<file path="src/rtl/pbb_pkg.sv">
`default_nettype none
package pbb_pkg;

    localparam int LINE_LEN  = 256;
    localparam int NUM_LINES = 3;
    localparam int PAL_DEPTH = 256;

    // Configuration register indexes.
    localparam logic CFG_WIDTH  = 1'b0;
    localparam logic CFG_HEIGHT = 1'b1;

    localparam logic [7:0] WIDTH_RST  = 8'd16;
    localparam logic [7:0] HEIGHT_RST = 8'd16;

    localparam logic OP_LOAD  = 1'b0;
    localparam logic OP_PIXEL = 1'b1;

    typedef struct packed {
        logic       accept;
        logic       nb_clr;
        logic       line_rd;
        logic       pal_nb;
        logic       acc;
        logic       div_init;
        logic       div_step;
        logic       srch_init;
        logic       srch_rd;
        logic       srch_cmp;
        logic [7:0] srch_addr;
        logic [7:0] cmp_idx;
        logic       put;
        logic       next_res;
        logic [1:0] ny;
        logic [1:0] nx;
    } t_cmd;

    typedef struct packed {
        logic has_work;
        logic last_res;
        logic out_free;
    } t_sts;

endpackage
`default_nettype wire

</file>
<file path="src/rtl/pbb_ctrl.sv">
`default_nettype none
module pbb_ctrl (
    input  wire               i_clk,
    input  wire               i_rst_n,
    input  wire               i_in_valid,
    input  pbb_pkg::t_sts     i_sts,
    output logic              o_in_ready,
    output pbb_pkg::t_cmd     o_cmd
);

    localparam logic [2:0] S_IDLE = 3'd0;
    localparam logic [2:0] S_LINE = 3'd1;
    localparam logic [2:0] S_PAL  = 3'd2;
    localparam logic [2:0] S_ACC  = 3'd3;
    localparam logic [2:0] S_DIV  = 3'd4;
    localparam logic [2:0] S_SRCH = 3'd5;
    localparam logic [2:0] S_PUT  = 3'd6;

    logic [2:0] r_state, n_state;
    logic [8:0] r_cnt, n_cnt;
    logic [1:0] r_ny, n_ny, r_nx, n_nx;
    logic [8:0] cnt_m1;

    assign cnt_m1 = r_cnt - 9'd1;

    always_comb begin
        n_state    = r_state;
        n_cnt      = r_cnt;
        n_ny       = r_ny;
        n_nx       = r_nx;
        o_in_ready = 1'b0;
        o_cmd      = '0;
        o_cmd.ny   = r_ny;
        o_cmd.nx   = r_nx;
        o_cmd.srch_addr = r_cnt[7:0];
        o_cmd.cmp_idx   = cnt_m1[7:0];
        case (r_state)
            S_IDLE: begin
                o_in_ready = 1'b1;
                if (i_in_valid) begin
                    o_cmd.accept = 1'b1;
                    if (i_sts.has_work) begin
                        o_cmd.nb_clr = 1'b1;
                        n_ny    = 2'd0;
                        n_nx    = 2'd0;
                        n_state = S_LINE;
                    end
                end
            end
            S_LINE: begin
                o_cmd.line_rd = 1'b1;
                n_state = S_PAL;
            end
            S_PAL: begin
                o_cmd.pal_nb = 1'b1;
                n_state = S_ACC;
            end
            S_ACC: begin
                o_cmd.acc = 1'b1;
                n_state = S_LINE;
                if (r_nx == 2'd2) begin
                    n_nx = 2'd0;
                    if (r_ny == 2'd2) begin
                        n_cnt   = 9'd0;
                        n_state = S_DIV;
                    end else begin
                        n_ny = r_ny + 2'd1;
                    end
                end else begin
                    n_nx = r_nx + 2'd1;
                end
            end
            S_DIV: begin
                if (r_cnt == 9'd0) begin
                    o_cmd.div_init = 1'b1;
                end else begin
                    o_cmd.div_step = 1'b1;
                end
                if (r_cnt == 9'd9) begin
                    o_cmd.srch_init = 1'b1;
                    n_cnt   = 9'd0;
                    n_state = S_SRCH;
                end else begin
                    n_cnt = r_cnt + 9'd1;
                end
            end
            S_SRCH: begin
                o_cmd.srch_rd  = ~r_cnt[8];
                o_cmd.srch_cmp = (r_cnt != 9'd0);
                if (r_cnt[8]) begin
                    n_state = S_PUT;
                end else begin
                    n_cnt = r_cnt + 9'd1;
                end
            end
            S_PUT: begin
                if (i_sts.out_free) begin
                    o_cmd.put = 1'b1;
                    if (i_sts.last_res) begin
                        n_state = S_IDLE;
                    end else begin
                        o_cmd.next_res = 1'b1;
                        o_cmd.nb_clr   = 1'b1;
                        n_ny    = 2'd0;
                        n_nx    = 2'd0;
                        n_state = S_LINE;
                    end
                end
            end
            default: begin
                n_state = S_IDLE;
            end
        endcase
    end

    always_ff @(posedge i_clk) begin
        if (!i_rst_n) begin
            r_state <= S_IDLE;
            r_cnt   <= '0;
            r_ny    <= '0;
            r_nx    <= '0;
        end else begin
            r_state <= n_state;
            r_cnt   <= n_cnt;
            r_ny    <= n_ny;
            r_nx    <= n_nx;
        end
    end

endmodule
`default_nettype wire

</file>
<file path="config.mk">
export PLATFORM = sky130hd
export DESIGN_NAME = pbb_ctrl
export DESIGN_NICKNAME = d
export VERILOG_FILES = /design/src/rtl/pbb_pkg.sv /design/src/rtl/pbb_ctrl.sv
export SDC_FILE = /design/constraint.sdc
export NUM_CORES = 1
export LEC_CHECK = 0
export BUFFER_PORTS_ARGS = -buffer_cell sky130_fd_sc_hd__buf_4
export CAP_MARGIN = 10
export CORE_MARGIN = 2
export CORE_UTILIZATION = 44
export DETAILED_ROUTE_END_ITERATION = 8
export HOLD_SLACK_MARGIN = 0.12
export PLACE_DENSITY = 0.73
export SLEW_MARGIN = 10
export SYNTH_ARGS = -nofsm -noshare
export SYNTH_HDL_FRONTEND = slang
export SYNTH_SLANG_ARGS = --single-unit
</file>
<file path="constraint.sdc">
create_clock -name i_clk -period 1.7 [get_ports i_clk]
set_clock_uncertainty 0.2 [all_clocks]
set_input_delay 0.34 -clock i_clk [delete_from_list [all_inputs] [get_ports i_clk]]
set_output_delay 0.34 -clock i_clk [all_outputs]
set_load 0.01 [all_outputs]
</file>
==> results.sh <==
export IMPL_result_of_the_run="finished, violations left"
export IMPL_violations="setup timing"
export IMPL_synth_area_leaders="sky130_fd_sc_hd__dfxtp_1 26%, sky130_fd_sc_hd__ha_1 6.1%, sky130_fd_sc_hd__buf_4 5.5%, sky130_fd_sc_hd__a21oi_1 4.5%, sky130_fd_sc_hd__inv_1 4.0%"
export IMPL_timing_critical_path_max_delay_family="simple AND/OR/NAND/NOR gates"
export IMPL_final_period_minus_worst_setup_slack_ns=2.07
export IMPL_grt_use_total_pct=29.6
export IMPL_max_freq_ghz=0.484
export IMPL_count_of_port_buffers_added_during_placement=38
export IMPL_num_nets_final=257
export IMPL_antennaDiodeCount=0
export IMPL_power_total_w=0.00334
export IMPL_clk_pin_slew_worst_paths_ns=0.11
export IMPL_largest_net_degree_at_the_start_of_global_routing=10
export IMPL_drt_pre_antenna_iters=4
export IMPL_synth_largest_area_cell="sky130_fd_sc_hd__dfxtp_1"
export IMPL_worst_slew_pin_transition_ns=0.476
export IMPL_floorplan_initialDensity_pct=45.3
export IMPL_area_of_the_die_mm2=0.00323
export IMPL_leakage_nw=1.07
export IMPL_cp_max_fo=3
export IMPL_synth_area_mm2=0.00123
export IMPL_pin_count=39
export IMPL_hold_path_startpoint="i_sts[0]"
export IMPL_clock_tree_root_cell="sky130_fd_sc_hd__clkbuf_4"
export IMPL_synth_edf_count=0
export IMPL_hold_viol=0
export IMPL_rsz0062_at_grt="yes"
export IMPL_cts_htree_levels=1
export IMPL_finalSetupViolCount=33
export IMPL_ys_ff_latch=16
export IMPL_dp_cells=245
export IMPL_reg2reg_setup_slack_ns=-0.28
export IMPL_grt_first_pass_wirelength_um=7440
export IMPL_p_sw_w=0.00142
export IMPL_slew_headroom_pct=68.1
export IMPL_syn2layout_area_growth_pct=98.4
export IMPL_vias=1662
export IMPL_cellInternalPower_w=0.00192
export IMPL_max_slew_violation_count=0
export IMPL_min_delay_path_depth=3
export IMPL_tritoncts="yes"
export IMPL_list_of_cells_traversed_by_the_critical_path="nor4_4 > nand3_2 > and3_4 > buf_6"
export IMPL_timing_critical_path_slowest_cell_delay_ns=0.38
export IMPL_yosys_cell_count_top_type="sky130_fd_sc_hd__dfxtp_1"
export IMPL_worstPathArrival_ns=1.53
export IMPL_rr_startpoint="r_cnt[3]"
export IMPL_critical_path_startpoint_type="flop"
export IMPL_synth_seq_area_share_pct=26.1
export IMPL_cts_buffers=3
export IMPL_num_fill_cells=111
export IMPL_peakVddDrop_uv=1350
export IMPL_fp_dieW_um=56.8
export IMPL_synthesis_nets=165
export IMPL_max_cap_viol_count=0
export IMPL_route_detailed_wl_per_inst_um=21.5
export IMPL_share_clk_of_total_power_pct=8.1
export IMPL_share_comb_of_total_power_pct=75.4
export IMPL_overflow=0
export IMPL_synth_top_cells_by_count="16 x sky130_fd_sc_hd__dfxtp_1, 13 x sky130_fd_sc_hd__inv_1, 11 x sky130_fd_sc_hd__a21oi_1"
export IMPL_timing_setup_critical_path_class="reg2out"
export IMPL_net_sw_share_pct=42.4
export IMPL_async_reset_ff_share_pct=0
export IMPL_die_height_um=56.8
export IMPL_yosysUniqueCellTypes=42
export IMPL_timing_reg2reg_worst_path_depth=8
export IMPL_drt_iter0_markers=94
export IMPL_post_synth_cell_area_avg_um2=8.02
export IMPL_floorplan_rows=19
export IMPL_synth_top_cell_area_share_pct=26.1
export IMPL_final_min_period_over_clock_period_pct=122
export IMPL_powerDensity_mw_per_mm2=1370
export IMPL_clock_latency_ns=0.30
export IMPL_dominantRegCellSynth="sky130_fd_sc_hd__dfxtp_1"
export IMPL_hold_ws_ns=0.197
export IMPL_crit_slowest_cell="sky130_fd_sc_hd__nor4_4"
export IMPL_worst_path_buf_inv=1
export IMPL_crit_required_ns=1.16
export IMPL_fin_ws_ns=-0.366
export IMPL_cts_buffer_depth=2
export IMPL_cts_sinks=16
export IMPL_synthesis_instances=153
export IMPL_design_area_mm2=0.00243
export IMPL_remaining_drc_errors=0
export IMPL_drtAntennaViolNets=0
export IMPL_drt_wl_total_um=5910
export IMPL_layoutNonFillerInstCount=275
export IMPL_fp_coreArea_mm2=0.00271
export IMPL_routabilityCongestion=0.797
export IMPL_worst_hold_path_type="in2reg"
export IMPL_initial_antenna_violation_count=0
export IMPL_power_share_sequential_pct=16.6
export IMPL_drive_above_1_share_pct=71.3
export IMPL_first_global_vias=1564
export IMPL_ys_warn_count=0
export IMPL_setup_worst_path_end_class="output pin"
export IMPL_hpwl_um=2820
export IMPL_holdPathEnd="r_state[1]"
export IMPL_worst_r2r_endpoint="r_cnt[8]"
export IMPL_via_per_inst=6.04
export IMPL_placedInstanceArea_mm2=0.00179
layer usage:
metal	global-route usage, %	share of wire (%)	vias up
met3	2.76	6.6	42
li1	-	-	722
met2	57.3	51	114
met1	31.8	36	784
met4	13.6	5.7	0
met5	0	0	-
per-stage QoR:
step	setup TNS [ns]	setup WS, ns	utilization (%)
floorplan	-0.0412	-0.0248	-
global placement	-0.269	-0.0449	66.2
detailed placement	-1.70	-0.141	66.2
CTS	-3.83	-0.332	82.7
global route	-8.30	-0.418	89.8
finish	-6.71	-0.366	89.8
what timing repair did:
action                                 4_1_cts  5_1_grt
buffers inserted                            18       10
endpoints found under the hold margin        0        2
setup endpoints to repair                   33       34
resized for setup                           71       31
pin swaps                                   27       15
hold buffers                                 0        1
final cells by class:
cell class                 instances  area, um^2  share of cell area, %
multi-input combinational        108        1050                   43.3
tap                               31        38.8                   1.59
sequential                        16         352                   14.4
timing repair buffer             103         900                   36.9
clock buffer                       4        36.3                   1.49
inverter                          13        53.8                   2.21
registers in the layout (all words and copies together), names as in the netlist:
register	count
r_cnt	9
r_state	3
r_nx	2
r_ny	2
worst reg2reg max path: cells and delay by family, from the launching register on:
kind,cells,cell delay [ns]
buf+inv,2,0.18
simple gates,4,0.49
fa+ha+maj,1,0.33
compound gates,1,0.30
flops,1,0.39
cells by family after synthesis:
| group | share of synthesized area, % |
|---|---|
| AO/OA/AOI/OAI | 21.6 |
| XOR/XNOR | 5.00 |
| adder cells (fa/ha/maj) | 6.12 |
| AND/OR/NAND/NOR | 28.5 |
| buffers and inverters | 12.6 |
| flip-flops | 26.1 |
how the worst max path moves through the flow:
| stage | end | cells past startpoint | slack [ns] | from |
|---|---|---|---|---|
| floorplan | o_cmd[12] | 5 | -0.02 | r_cnt[2] |
| global placement | r_cnt[5] | 6 | -0.04 | r_ny[0] |
| detailed placement | r_cnt[0] | 4 | -0.14 | r_cnt[5] |
| CTS | o_cmd[12] | 6 | -0.33 | r_cnt[1] |
| global route | o_cmd[12] | 6 | -0.42 | r_cnt[0] |
| finish | o_cmd[22] | 4 | -0.37 | r_cnt[7] |
cells in the final DEF (no fill, tap or decap), types with 3 or more instances in the layout:
master / synthesis / routed
sky130_fd_sc_hd__a211oi_2: 0 / 3
sky130_fd_sc_hd__a21oi_1: 11 / 11
sky130_fd_sc_hd__and3_4: 0 / 3
sky130_fd_sc_hd__buf_4: 9 / 70
sky130_fd_sc_hd__buf_6: 1 / 31
sky130_fd_sc_hd__clkbuf_4: 0 / 3
sky130_fd_sc_hd__dfxtp_1: 16 / 3
sky130_fd_sc_hd__dfxtp_2: 0 / 7
sky130_fd_sc_hd__dfxtp_4: 0 / 6
sky130_fd_sc_hd__ha_4: 0 / 3
sky130_fd_sc_hd__inv_1: 13 / 5
sky130_fd_sc_hd__inv_2: 0 / 6
sky130_fd_sc_hd__nand2_1: 9 / 6
sky130_fd_sc_hd__nand2b_1: 4 / 3
sky130_fd_sc_hd__nand3_1: 6 / 3
sky130_fd_sc_hd__nand3b_1: 3 / 3
sky130_fd_sc_hd__nor2_1: 7 / 5
sky130_fd_sc_hd__nor3_2: 0 / 3
sky130_fd_sc_hd__nor3_4: 0 / 3
sky130_fd_sc_hd__o21ai_0: 6 / 6
sky130_fd_sc_hd__or3_1: 7 / 5
sky130_fd_sc_hd__xnor2_2: 0 / 3
sky130_fd_sc_hd__xor2_1: 3 / 3
power groups by stage:
stage	registers [W]	logic, W	clock network (W)
finish	0.000553	0.00251	0.000269
global route	0.000552	0.00263	0.000288
CTS	0.000529	0.00203	0.000256
detailed placement	0.000522	0.00147	0
global placement	0.000519	0.00143	0
floorplan	0.000497	0.000867	0
No activity file was read; power rests on OpenSTA's default activity.
